$ cat src/rtl/asgr_pkg.sv
package asgr_pkg;

	localparam int unsigned PARAM_W   = 10;
	localparam logic [PARAM_W-1:0] PARAM_MAX = 10'd1023;

	localparam logic [7:0] BYTE_ESC   = 8'h1B;
	localparam logic [7:0] BYTE_LBRK  = 8'h5B;
	localparam logic [7:0] BYTE_FINAL = 8'h6D;
	localparam logic [7:0] BYTE_SEP   = 8'h3B;
	localparam logic [7:0] BYTE_D0    = 8'd48;
	localparam logic [7:0] BYTE_D9    = 8'd57;

	localparam logic [1:0] WEIGHT_NORMAL = 2'd0;
	localparam logic [1:0] WEIGHT_BOLD   = 2'd1;
	localparam logic [1:0] WEIGHT_FAINT  = 2'd2;
	localparam logic [3:0] COLOR_DEFAULT = 4'd8;

	localparam logic [PARAM_W-1:0] SGR_RESET      = 10'd0;
	localparam logic [PARAM_W-1:0] SGR_BOLD       = 10'd1;
	localparam logic [PARAM_W-1:0] SGR_FAINT      = 10'd2;
	localparam logic [PARAM_W-1:0] SGR_ITALIC     = 10'd3;
	localparam logic [PARAM_W-1:0] SGR_UNDERLINE  = 10'd4;
	localparam logic [PARAM_W-1:0] SGR_WEIGHT_OFF = 10'd22;
	localparam logic [PARAM_W-1:0] SGR_ITALIC_OFF = 10'd23;
	localparam logic [PARAM_W-1:0] SGR_UL_OFF     = 10'd24;
	localparam logic [PARAM_W-1:0] SGR_FG_LO      = 10'd30;
	localparam logic [PARAM_W-1:0] SGR_FG_HI      = 10'd37;
	localparam logic [PARAM_W-1:0] SGR_BG_LO      = 10'd40;
	localparam logic [PARAM_W-1:0] SGR_BG_HI      = 10'd47;

	typedef enum logic [1:0] {
		PH_IDLE  = 2'd0,
		PH_ESC   = 2'd1,
		PH_PARAM = 2'd2
	} phase_t;

	typedef struct packed {
		logic [1:0] weight;
		logic       italic;
		logic       underline;
		logic [3:0] fg;
		logic [3:0] bg;
	} style_t;

	typedef struct packed {
		logic       char_valid;
		logic [7:0] char_out;
		logic       style_changed;
		logic       seq_error;
		style_t     style;
	} result_t;

	localparam style_t STYLE_RESET = '{
		weight:    WEIGHT_NORMAL,
		italic:    1'b0,
		underline: 1'b0,
		fg:        COLOR_DEFAULT,
		bg:        COLOR_DEFAULT
	};

	function automatic style_t apply_code(style_t cur, logic [PARAM_W-1:0] code);
		style_t nxt;
		nxt = cur;
		case (code) inside
			SGR_RESET:              nxt = STYLE_RESET;
			SGR_BOLD:               nxt.weight = WEIGHT_BOLD;
			SGR_FAINT:              nxt.weight = WEIGHT_FAINT;
			SGR_ITALIC:             nxt.italic = 1'b1;
			SGR_UNDERLINE:          nxt.underline = 1'b1;
			SGR_WEIGHT_OFF:         nxt.weight = WEIGHT_NORMAL;
			SGR_ITALIC_OFF:         nxt.italic = 1'b0;
			SGR_UL_OFF:             nxt.underline = 1'b0;
			[SGR_FG_LO:SGR_FG_HI]:  nxt.fg = {1'b0, 3'(code - SGR_FG_LO)};
			[SGR_BG_LO:SGR_BG_HI]:  nxt.bg = {1'b0, 3'(code - SGR_BG_LO)};
			default:                nxt = cur;
		endcase
		return nxt;
	endfunction

endpackage

$ cat src/rtl/asgr_core.sv
module asgr_core import asgr_pkg::*; #(
	parameter int unsigned MAX_SEQ_LEN = 21
) (
	input  logic       clk,
	input  logic       arst_n,
	input  logic       advance,
	input  logic [7:0] byte_s1,
	input  logic       ansi_enabled,
	output result_t    res
);

	localparam int unsigned LEN_W = $clog2(MAX_SEQ_LEN + 1);
	localparam logic [LEN_W-1:0] LEN_MAX = LEN_W'(MAX_SEQ_LEN);

	phase_t             phase_q, phase_n;
	logic [PARAM_W-1:0] param_q, param_n;
	logic [LEN_W-1:0]   len_q, len_n;
	style_t             style_q, style_n;

	logic               is_digit, is_final, is_sep, too_long;
	logic [13:0]        acc;
	logic [PARAM_W-1:0] param_sat;
	style_t             style_app;

	assign is_digit  = (byte_s1 >= BYTE_D0) && (byte_s1 <= BYTE_D9);
	assign is_final  = (byte_s1 == BYTE_FINAL);
	assign is_sep    = (byte_s1 == BYTE_SEP);
	assign too_long  = (len_q >= LEN_MAX);
	assign acc       = 14'({4'b0, param_q} * 14'd10) + {10'b0, byte_s1[3:0]};
	assign param_sat = (acc > {4'b0, PARAM_MAX}) ? PARAM_MAX : acc[PARAM_W-1:0];
	assign style_app = apply_code(style_q, param_q);

	// next phase
	always_comb begin
		phase_n = PH_IDLE;
		case (phase_q)
			PH_ESC: begin
				phase_n = (byte_s1 == BYTE_LBRK) ? PH_PARAM : PH_IDLE;
			end
			PH_PARAM: begin
				if ((is_digit || is_sep) && !too_long)
					phase_n = PH_PARAM;
				else
					phase_n = PH_IDLE;
			end
			default: begin
				phase_n = (byte_s1 == BYTE_ESC && ansi_enabled) ? PH_ESC : PH_IDLE;
			end
		endcase
	end

	// datapath and result
	always_comb begin
		param_n = '0;
		len_n   = '0;
		style_n = style_q;
		res     = '0;
		case (phase_q)
			PH_ESC: begin
				if (byte_s1 == BYTE_LBRK) begin
					len_n = LEN_W'(2);
				end else begin
					res.style_changed = 1'b1;
					res.seq_error     = 1'b1;
				end
			end
			PH_PARAM: begin
				if (is_digit) begin
					if (too_long) begin
						res.style_changed = 1'b1;
						res.seq_error     = 1'b1;
					end else begin
						param_n = param_sat;
						len_n   = len_q + 1'b1;
					end
				end else if (is_final) begin
					style_n           = style_app;
					res.style_changed = 1'b1;
				end else if (is_sep) begin
					style_n = style_app;
					if (too_long) begin
						res.style_changed = 1'b1;
						res.seq_error     = 1'b1;
					end else begin
						len_n = len_q + 1'b1;
					end
				end else begin
					res.style_changed = 1'b1;
					res.seq_error     = 1'b1;
				end
			end
			default: begin
				if (byte_s1 == BYTE_ESC && ansi_enabled) begin
					len_n = LEN_W'(1);
				end else begin
					res.char_valid = 1'b1;
					res.char_out   = byte_s1;
				end
			end
		endcase
		res.style = style_n;
	end

	always_ff @(posedge clk or negedge arst_n) begin
		if (!arst_n) begin
			phase_q <= PH_IDLE;
			param_q <= '0;
			len_q   <= '0;
			style_q <= STYLE_RESET;
		end else if (advance) begin
			phase_q <= phase_n;
			param_q <= param_n;
			len_q   <= len_n;
			style_q <= style_n;
		end
	end

endmodule

$ cat src/rtl/asgr_out_stage.sv
module asgr_out_stage import asgr_pkg::*; (
	input  logic    clk,
	input  logic    arst_n,
	input  logic    load,
	input  result_t res,
	input  logic    out_ready,
	output logic    out_valid,
	output result_t res_s2
);

	always_ff @(posedge clk or negedge arst_n) begin
		if (!arst_n) begin
			out_valid <= 1'b0;
		end else if (load) begin
			out_valid <= 1'b1;
		end else if (out_ready) begin
			out_valid <= 1'b0;
		end
	end

	always_ff @(posedge clk) begin
		if (load) begin
			res_s2 <= res;
		end
	end

endmodule

$ cat src/rtl/ansi_sgr_style_decoder_unit.sv
// ANSI SGR style decoder. Feed a text stream one byte per word on the input
// channel; each byte gives exactly one result word. Plain bytes come out with
// char_valid set and the current style (weight, italic, underline, foreground
// and background color, 8 meaning default). Bytes of an escape ESC [ n;n... m
// are swallowed (char_valid low); each parameter takes effect on its ';' or
// the final 'm'. style_changed marks the byte that ended an escape, and
// seq_error marks an escape cut short by a wrong second byte, a bad parameter
// byte or more than MAX_SEQ_LEN bytes before the final 'm'. Write cfg_data
// with cfg_we high to set ansi_enabled (reset 1); with it low ESC passes as
// text. Only write it while no bytes are in flight. Throughput is one byte per
// cycle while out_ready keeps the result register draining: the parser state
// and style update from the input register, so the next byte sees them at
// once. A byte passes through the input register, then the result register,
// before its result word appears. While out_ready is low the result register
// holds its word, and in_ready drops once the input register is full as well.
module ansi_sgr_style_decoder_unit import asgr_pkg::*; #(
	parameter int unsigned MAX_SEQ_LEN = 21
) (
	input  logic       clk,
	input  logic       arst_n,
	input  logic       cfg_we,
	input  logic       cfg_data,
	input  logic       in_valid,
	output logic       in_ready,
	input  logic [7:0] byte_in,
	output logic       out_valid,
	input  logic       out_ready,
	output logic       char_valid,
	output logic [7:0] char_out,
	output logic       style_changed,
	output logic       seq_error,
	output logic [1:0] weight_out,
	output logic       italic_out,
	output logic       underline_out,
	output logic [3:0] fg_out,
	output logic [3:0] bg_out
);

	logic       ansi_enabled_q;
	logic       valid_s1;
	logic [7:0] byte_s1;
	logic       advance;
	result_t    res;
	result_t    res_s2;

	// advance the held byte whenever the result register is free or draining
	assign advance  = valid_s1 && (!out_valid || out_ready);
	assign in_ready = !valid_s1 || advance;

	always_ff @(posedge clk or negedge arst_n) begin
		if (!arst_n) begin
			ansi_enabled_q <= 1'b1;
		end else if (cfg_we) begin
			ansi_enabled_q <= cfg_data;
		end
	end

	// input register: hold the byte until the parser takes it
	always_ff @(posedge clk or negedge arst_n) begin
		if (!arst_n) begin
			valid_s1 <= 1'b0;
		end else if (in_valid && in_ready) begin
			valid_s1 <= 1'b1;
		end else if (advance) begin
			valid_s1 <= 1'b0;
		end
	end

	always_ff @(posedge clk) begin
		if (in_valid && in_ready) begin
			byte_s1 <= byte_in;
		end
	end

	// parser state and style, updated once per byte
	asgr_core #(
		.MAX_SEQ_LEN (MAX_SEQ_LEN)
	) u_core (
		.clk          (clk),
		.arst_n       (arst_n),
		.advance      (advance),
		.byte_s1      (byte_s1),
		.ansi_enabled (ansi_enabled_q),
		.res          (res)
	);

	// result register: hold the word until the sink takes it
	asgr_out_stage u_out (
		.clk       (clk),
		.arst_n    (arst_n),
		.load      (advance),
		.res       (res),
		.out_ready (out_ready),
		.out_valid (out_valid),
		.res_s2    (res_s2)
	);

	assign char_valid    = res_s2.char_valid;
	assign char_out      = res_s2.char_out;
	assign style_changed = res_s2.style_changed;
	assign seq_error     = res_s2.seq_error;
	assign weight_out    = res_s2.style.weight;
	assign italic_out    = res_s2.style.italic;
	assign underline_out = res_s2.style.underline;
	assign fg_out        = res_s2.style.fg;
	assign bg_out        = res_s2.style.bg;

endmodule
$ cat config.mk
export PLATFORM = sky130hd
export DESIGN_NAME = ansi_sgr_style_decoder_unit
export DESIGN_NICKNAME = d
export VERILOG_FILES = /design/src/rtl/asgr_pkg.sv /design/src/rtl/asgr_core.sv /design/src/rtl/asgr_out_stage.sv /design/src/rtl/ansi_sgr_style_decoder_unit.sv
export SDC_FILE = /design/constraint.sdc
export NUM_CORES = 1
export LEC_CHECK = 0
export CAP_MARGIN = 20
export CORE_ASPECT_RATIO = 0.7
export CORE_MARGIN = 3
export CORE_UTILIZATION = 43
export CTS_CLUSTER_DIAMETER = 150
export DETAILED_ROUTE_END_ITERATION = 12
export DONT_BUFFER_PORTS = 1
export PLACE_DENSITY_LB_ADDON = 0.1
export SETUP_SLACK_MARGIN = 0.02
export SLEW_MARGIN = 15
export SYNTH_ARGS = -nofsm -noshare
export SYNTH_HDL_FRONTEND = slang
export SYNTH_SLANG_ARGS = --single-unit
$ cat constraint.sdc
create_clock -name clk -period 8.2 [get_ports clk]
set_input_delay 1.23 -clock clk [delete_from_list [all_inputs] [get_ports clk]]
set_output_delay 1.23 -clock clk [all_outputs]
set_load 0.02 [all_outputs]
== Word level (Yosys, flattened, before mapping) ==
Cells that the tools add are included.

* Bits in registers: 63
* Latch bits: 0
* RAM bits: 0
* Bits in read-only memories: 0
* Bits of input ports: 14
* Output and inout bits: 25
* Logic and storage cells: 136
* Memories kept: 0

* Add/subtract/negate cells: 4
* $mul: 1
* Divide/modulo/power cells: 0
* $lt $le $gt $ge: 8
* Equal/unequal tests: 13
* Shift-type cells: 0
* Muxes and demuxes: 71
* Bitwise logic cells: 0
* Reduce and logical (&&, ||, !) cells: 18

{| class="wikitable"
|+ Operators by type and width
! operator !! count
|-
| $mux 4 || 19
|-
| $mux 12 || 4
|-
| $mux 10 || 4
|-
| $eq 10x5->1 const B || 3
|-
| $mux 2 || 13
|-
| $mux 1 || 23
|-
| $eq 10x2->1 const B || 2
|-
| $le 10x6->1 const B || 2
|-
| $mux 5 || 4
|-
| $eq 8x7->1 const B || 2
|-
| $add 14x4->14 || 1
|-
| $gt 14x10->1 const B || 1
|-
| $mul 10x3->13 const B || 1
|-
| $eq 10x1->1 const B || 1
|-
| $eq 10x3->1 const B || 1
|-
| $ge 10x5->1 const B || 1
|-
| $ge 10x6->1 const B || 1
|-
| $logic_not 10->1 || 1
|-
| $pmux 5 s2 || 1
|-
| $mux 9 || 1
|-
| $eq 8x5->1 const B || 1
|-
| $eq 8x6->1 const B || 1
|-
| $ge 8x6->1 const B || 1
|-
| $le 8x6->1 const B || 1
|-
| other kinds (13) || 25
|}

== Depth between registers and ports, before layout ==
Gate-level depths: netlist of run 1.

* Depth after elaboration: 16
* Gate-level depth with buffers: 10

== Modules after synthesis ==
Synthesis of run 1 repeated with hierarchy kept, for this count alone.

* Cell total of the unflattened synthesis: 334
* Area, all modules: 3545.9 sq um

{| class="wikitable"
|+ By module, submodules not included
! module !! times used !! cells each !! area an instance (sq um) !! sequential area each (sq um)
|-
| asgr_core || 1 || 292 || 2469.9 || 728.2
|-
| asgr_out_stage || 1 || 26 || 726.9 || 715.7
|-
| ansi_sgr_style_decoder_unit || 1 || 16 || 349.1 || 291.5
|}

== Worst setup path before layout of run 1 ==
OpenSTA, ideal clock, no wires.

* Path kind: register to register
* From: register u_core.param_q[1]
* To: register u_core.param_q[0]
* Library setup time: 0.147 ns
* Data arrival time: 2.931 ns
* Slack: 5.122 ns
* Stages on the path, launching flop included: 11
* Period minus slack after synthesis: 3.078 ns
* Path through: dfrtp_1 ha_1 ha_1 inv_1 fa_1 xor2_1 or3b_2 nor4_1 nand4_1 mux2i_4 a32oi_1

* Word-level cells in the longest chain between the ends: 7

{| class="wikitable"
|+ RTL lines
! what !! line !! text
|-
| start: declaration || asgr_core.sv:16 || <nowiki>logic [PARAM_W-1:0] param_q, param_n;</nowiki>
|-
| start signal: assignment || asgr_core.sv:112 || <nowiki>param_q <= param_n;</nowiki>
|-
| $mul 10x3->13 || asgr_core.sv:29 || <nowiki>assign acc = 14'({4'b0, param_q} * 14'd10) + {10'b0, byte_s1[3:0]};</nowiki>
|-
| $add 14x4->14 || asgr_core.sv:29 ||
|-
| $gt 14x10->1 || asgr_core.sv:30 || <nowiki>assign param_sat = (acc > {4'b0, PARAM_MAX}) ? PARAM_MAX : acc[PARAM_W-1:0];</nowiki>
|-
| $mux 10 || asgr_core.sv:30 ||
|-
| $mux 10 || asgr_core.sv:69 || <nowiki>if (too_long) begin</nowiki>
|-
| $mux 10 || asgr_core.sv:68 || <nowiki>if (is_digit) begin</nowiki>
|-
| $mux 10 || asgr_core.sv:58 || <nowiki>case (phase_q)</nowiki>
|}

No other way between the ends.
A chain may end at the register's enable or synchronous reset.

== Worst setup path after layout of run 1 ==
* From: register u_core.param_q[0]
* To: register u_core.param_q[7]

* Word-level cells in the longest chain between the ends: 7

{| class="wikitable"
|+ RTL lines
! what !! line
|-
| $mul 10x3->13 * || asgr_core.sv:29
|-
| $add 14x4->14 * || asgr_core.sv:29
|-
| $gt 14x10->1 || asgr_core.sv:30
|-
| $mux 10 * || asgr_core.sv:30
|-
| $mux 10 * || asgr_core.sv:69
|-
| $mux 10 * || asgr_core.sv:68
|-
| $mux 10 * || asgr_core.sv:58
|}

Every way passes the cells marked *; elsewhere a longest branch is shown, timed or not.

==> results.md, run 1 <==
- Outcome: finished clean
- Pwr Total: 731 uW
- Setup tns final: 0 ps
- Final setup violation count: 0
- Die width: 117 um
- Type of origin of the critical path: register
- Post-CTS setup buffer count: 0
- Worst IR drop on VDD: 0.0980 mV
- CP max stage cell: dfrtp_1
- DP HPWL: 5470 um
- Mapped Area: 0.00374 sq mm
- Clk Latency, worst-skew pair: 320 ps
- Worst setup EP type: register
- Top cell by count, worst path: ha_1
- Fmax: 267 MHz
- Core Rows: 27
- Flop-to-flop setup slack: 4450 ps
- Syn_area_per_cell: 10.7 sq um
- Fillers: 783
- Internal Pwr Total: 574 uW
- Reg clk slew, reported paths: 50 ps
- CTS tree: built
- Combinational share of power: 3.1%
- Synth Flop Type: edfxtp_1
- Reg-to-reg startpoint: u_core.param_q[0]
- Power density of the placed cells: 179 mW/mm^2
- Cell Chain, Critical Path: ha_1 -> ha_1 -> inv_1 -> fa_1 -> xor2_1 -> or3b_2 -> nor4_1 -> nand4_1 -> mux2i_4 -> a32oi_1
- Clock root buffer: clkbuf_16
- Critical-path maximum fanout: 20
- 1st-iter DRT viols: 164
- CP arrival: 3920 ps
- Global Route Usage Sum: 16.8%
- Final hold slack: 484 ps
- Crit path kind: register to register
- Most frequent cells in the layout: 34 x nand2_1, 31 x edfxtp_1, 29 x dfrtp_1
- First-pass GRT wire length: 13300 um
- Initial antenna violation count: 0
- Slew Limit Fails: 0
- Worst EP required: 8370 ps
- Synth unique cells: 65
- Antenna cells: 0
- Max-Cap Viols: 0
- I/O pin cnt: 39
- Vias post-DR: 2641
- Crit path time final: 3750 ps
- Num CTS Buffers: 9
- #FFs+latches synth: 63
- Initial DRT Pass Iterations: 4
- Sequential fraction of the synthesis area: 46.4%
- Ys async rst share: 50.8%
- Share of cells above drive strength 1: 9.60%
- Die ar.: 0.00986 sq mm
- Critical Path Source: u_core.param_q[0]
- CTS max path bufs: 2
- Crit-path max cell delay: 800 ps
- GP Congestion: 0.824
- Port bufs: 0
- Vias/cell: 5.62
- Starting density of the core: 45.9%
- Post-synth EDFFs: 31
- Unrepaired setup endpoints after global routing: false
- WL final: 7740 um
- Core area: 0.00814 sq mm
- Vias in the first global route: 2591
- H-tree levels: 3
- Routed wire per std cell: 16.5 um
- Sw Share: 21.5%
- Commonest non-fill, non-tap cell in the layout: nand2_1
- Sequential share of power: 49.6%
- Layout area overhead: 9.41%
- Cts repair resizes: 0
- Gate Count Post-Synth: 348
- Part of the power in the clock network: 47.3%
- # clock sinks: 63
- Post-route ant nets: 0
- GR Overflow Total: 0
- Hold Buf Count CTS: 0
- Actual slew at the worst max-slew pin: 986 ps
- P_sw: 157 uW
- Final Cycle Share: 45.7%
- Die height: 84 um
- Clk_skew: 4.75 ps
- Nets: 389
- Worst slack at placement: 4490 ps
- Yosys warns: 0
- Normalized max-slew margin: 34.0%
- Largest net degree at the start of global routing: 38
- Final setup margin: 4450 ps
- Hold_sp: u_core.style_q[1]
- Fin. Hold Viols: 0
- Syn nets: 388
- Hold/Removal Path Class: register to register
- DRC: 0
- Leak: 0.00166 uW
worst max-delay path: cells and delay by family (launching register included):
kind                       cells  cell delay [ps]
and+or+nand+nor                3             1150
buffers and inverters          1               70
DFF                            1              800
muxes                          1              360
xor gates and xnor gates       1              180
AOI/OAI and AO/OA              1              160
adders and majority gates      3              880
kinds of logic (layout without fill, tap and decap cells):
kind of cell | count (synthesis) | in the layout | share of synthesized area [%]
adder cells (fa/ha/maj) | 26 | 26 | 9.11
AO/OA/AOI/OAI | 85 | 85 | 16.0
buffers and inverters | 26 | 32 | 3.75
multiplexers | 9 | 9 | 2.78
XOR/XNOR | 13 | 13 | 3.05
AND/OR/NAND/NOR | 126 | 126 | 18.9
flip-flops | 63 | 63 | 46.4
state kept, by name, summed over array words and instances (netlist names):
name and count:
u_core.style_q 12, ansi_enabled_q 1, u_out.res_s2 23, valid_s1 1, u_core.param_q 10, byte_s1 8, u_core.len_q 5, u_core.phase_q 2
u_out.out_valid 1
cell type report:
cell class | instances | area, sq um | share of cell area, %
repair buffers | 2 | 15.0 | 0.367
multi-input cells | 259 | 1860 | 45.5
flip-flops and latches | 63 | 1740 | 42.4
clock buffers | 13 | 260 | 6.36
inverters | 14 | 52.6 | 1.29
clock inverters | 3 | 18.8 | 0.459
well taps | 116 | 145 | 3.55
Yosys cell counts (3+ instances only):
master / n / share of area (%)
a211oi_1: 3 / 0.60
a21o_1: 6 / 1.2
a21oi_1: 18 / 2.4
a31oi_1: 3 / 0.50
a32oi_1: 10 / 2.3
and2_1: 9 / 1.5
and3_1: 4 / 0.67
buf_6: 5 / 1.5
clkbuf_1: 5 / 0.50
dfrtp_1: 29 / 19
dfstp_2: 3 / 2.1
edfxtp_1: 31 / 25
ha_1: 24 / 8.0
inv_1: 14 / 1.4
mux2i_1: 7 / 1.9
nand2_1: 34 / 3.4
nand2b_1: 5 / 0.84
nand3_1: 8 / 1.1
nand3b_1: 4 / 0.80
nor2_1: 22 / 2.2
nor2b_1: 7 / 1.2
nor3_1: 8 / 1.1
o211ai_1: 3 / 0.60
o21ai_0: 14 / 1.9
o31ai_1: 3 / 0.60
xnor2_1: 7 / 1.6
xor2_1: 6 / 1.4
per-stage QoR:
step / std cells / utilization [%] / cell area (sq um)
3_5_place_dp: 454 / 46.8 / 3810
6_report: 470 / 50.2 / 4090
3_3_place_gp: 454 / 46.8 / 3810
5_1_grt: 470 / 50.2 / 4090
2_1_floorplan: 348 / - / 3740
4_1_cts: 470 / 50.2 / 4090
path summary, 6_finish.rpt:
check | to | depth (start not counted)
worst max-delay path | u_core.param_q[7] | 10
worst min-delay path | u_core.style_q[1] | 2
worst max register to register | u_core.param_q[7] | 10
worst min register to register | u_core.style_q[1] | 2
max in group asynchronous | u_core.style_q[3] | 0
min in group asynchronous | u_core.len_q[4] | 0
layer usage:
metal  track usage (%)  vias up  share of wire [%]
met3              6.78        8                4.8
met4              2.77        0               0.74
li1                  -     1309                  -
met5                 0        -                  0
met2              24.0       66                 42
met1              24.4     1258                 52
power by group through the flow:
| stage | Clock, uW | Combinational (uW) | Sequential [uW] |
|---|---|---|---|
| after global routing | 373 | 26.3 | 364 |
| after global placement | 0 | 23.0 | 369 |
| after floorplan | 0 | 18.1 | 366 |
| after CTS | 355 | 23.2 | 363 |
| after detailed placement | 0 | 23.1 | 369 |
| final | 346 | 22.7 | 363 |
Power figures use the tool's default switching activity.
==> run 2: changes to the inputs <==
- clock period: 8.2 -> 3.8 ns (I/O delays scaled with it)
==> run 2 against run 1 <==
Sequential power rose by 120%. Clock power rose to 2.9 times the previous value. Global-route usage rose by 0.55 points. Sequential cell count did not move. Hold slack got worse by 420 ps. Count of clock-buffer cells in the layout fell by 3. Worst setup slack got worse by 4000 ps. Die area did not move. Via count rose by 1.8%. Cell count rose by 1.1%. Power rose to 2.5 times the previous value. Critical endpoint is now u_core.param_q[6]. Largest power group is now the clock network. Highest routed layer unchanged.
==> results.md, run 2 (same netlist as run 1, synthesis figures left out) <==
- Leak: 0.00173 uW (+4.0%)
- DP HPWL: 5630 um (+2.8%)
- Max-Cap Viols: 0 (unchanged)
- Worst IR drop on VDD: 0.335 mV (+240%)
- Area occupied by multi-input gates: 0.00187 sq mm (+0.34%)
- Num CTS Buffers: 9 (unchanged)
- Die height: 84 um (unchanged)
- Core area: 0.00814 sq mm (unchanged)
- Setup tns final: 0 ps (unchanged)
- GR Overflow Total: 0 (unchanged)
- DRC: 0 (unchanged)
- Final setup margin: 425 ps (-4030 ps)
- Final setup violation count: 0 (unchanged)
- Max FFs per register: 23 (unchanged)
- P_sw: 367 uW (+130%)
- Final Cell Area: 0.00423 sq mm (+3.4%)
- Crit path time final: 3370 ps (-371 ps)
- Unrepaired setup endpoints after global routing: false
- Nets: 394 (+1.3%)
- Biggest regs: u_out.res_s2 x23, u_core.style_q x12, u_core.param_q x10
- GP Congestion: 0.801 (-2.8%)
- I/O pin cnt: 39 (unchanged)
- Sequential share of power: 42.6% (-7.0 points)
- Type of origin of the critical path: register
- Core Rows: 27 (unchanged)
- Critical Path Source: u_core.param_q[3]
- Vias post-DR: 2688 (+1.8%)
- Clock root buffer: clkbuf_16
- Internal Pwr Total: 1470 uW (+160%)
- Post-CTS setup buffer count: 0 (unchanged)
- Initial DRT Pass Iterations: 4 (unchanged)
- Vias/cell: 5.66 (+0.71%)
- Normalized max-slew margin: 34.8% (+0.84 points)
- Pwr Total: 1840 uW (+150%)
- Placement Cell Area: 0.00384 sq mm (+0.79%)
- Outcome: finished clean
- Most frequent cells in the layout: 34 x nand2_1, 31 x edfxtp_1, 29 x dfrtp_1
- Reg-to-reg startpoint: u_core.param_q[3]
- Antenna cells: 0 (unchanged)
- Commonest non-fill, non-tap cell in the layout: nand2_1
- Routed wire per std cell: 17.0 um (+3.1%)
- Power density of the placed cells: 435 mW/mm^2 (+140%)
- Final Cycle Share: 88.8% (+43 points)
- Clk_skew: 4.99 ps (+0.234 ps)
- FF+latch area: 0.00174 sq mm (unchanged)
- Actual slew at the worst max-slew pin: 974 ps (-12.5 ps)
- 1st-iter DRT viols: 201 (+23%)
- Final hold slack: 68.9 ps (-415 ps)
- Starting density of the core: 45.9% (unchanged)
- Post-route ant nets: 0 (unchanged)
- Fin. Hold Viols: 0 (unchanged)
- Global Route Usage Sum: 17.4% (+0.55 points)
- Die ar.: 0.00986 sq mm (unchanged)
- WL final: 8060 um (+4.2%)
- Largest net degree at the start of global routing: 38 (unchanged)
- Flop-to-flop setup slack: 430 ps (-4030 ps)
- Port bufs: 0 (unchanged)
- Crit path kind: register to register
- Clk Latency, worst-skew pair: 330 ps (about the same)
- Die width: 117 um (unchanged)
- Slew Limit Fails: 0 (unchanged)
- Sw Share: 20.0% (-1.5 points)
- Reg-to-reg endpoint: u_core.param_q[6]
- CP arrival: 3550 ps (-370 ps)
- Combinational share of power: 3.2% (about the same)
- Initial antenna violation count: 0 (unchanged)
- CTS max path bufs: 2 (unchanged)
- Fmax: 296 MHz (+11%)
- Worst slack at placement: 333 ps (-4160 ps)
- Fillers: 723 (-7.7%)
- Reg clk slew, reported paths: 50 ps (about the same)
- H-tree levels: 3 (unchanged)
- Critical-path maximum fanout: 10 (-50%)
- Part of the power in the clock network: 54.2% (+6.9 points)
- Hold/Removal Path Class: primary input to async pin
- Share of cells above drive strength 1: 11.1% (+1.5 points)
- CTS tree: built
- Worst setup EP type: register
- First-pass GRT wire length: 13800 um (+3.5%)
- Reg with most FFs: u_out.res_s2
- Worst EP required: 3970 ps (-4400 ps)
- # clock sinks: 63 (unchanged)
- R2R depth: 10 (unchanged)
- Layout area overhead: 13.1%
- Vias in the first global route: 2676 (+3.3%)
==> run 2: worst max-delay path: stages (launching register included) <==
cell     delay [ps]
dfrtp_1         480
ha_1            330
ha_1            190
inv_1            60
fa_1            400
xor2_1          180
or3b_2          480
nor4_2          350
nand4_1         210
mux2i_4         390
a32oi_1         160
==> run 2: worst max path at each step <==
stage / to / slack, ps / cells after the start
5_1_grt: u_core.param_q[1] / 130 / 10
4_1_cts: u_core.param_q[6] / 320 / 10
6_report: u_core.param_q[6] / 430 / 10
2_1_floorplan: u_core.param_q[0] / 720 / 10
3_3_place_gp: u_core.param_q[7] / 460 / 10
3_5_place_dp: u_core.param_q[6] / 330 / 10
==> run 2: per-stage QoR <==
step,cells,utilization (%)
finish,475,51.9
global route,475,51.9
CTS,475,51.9
detailed placement,458,47.2
global placement,458,47.2
floorplan,348,-
==> run 2: layout make-up <==
type,count,area share [%]
sequential,63,41.0
multi-input combinational,259,44.2
clock inverter,6,3.14
inverter,14,1.24
timing repair buffer,7,1.54
clock buffer,10,5.42
tap,116,3.43
==> run 2: what timing repair did <==
action | 4_1_cts | 5_1_grt
setup endpoints to repair | 0 | 9
gates resized for setup | 0 | 1
hold endpoints to repair | 29 | 0
hold buffers | 1 | 0
==> run 2: power groups by stage <==
stage | sequential (uW) | combinational [uW] | clock [uW]
finish | 783 | 58.3 | 997
detailed placement | 796 | 50.4 | 0
global route | 785 | 66.2 | 1040
global placement | 796 | 50.4 | 0
CTS | 783 | 59.8 | 1010
floorplan | 789 | 39.0 | 0
==> run 2: metal layers <==
metal / global-route usage (%) / part of all wire (%) / up-vias
met5: 0 / 0 / -
met1: 25.4 / 53 / 1298
met4: 4.79 / 0.94 / 0
met2: 25.5 / 42 / 54
met3: 4.54 / 3.8 / 12
li1: - / - / 1324
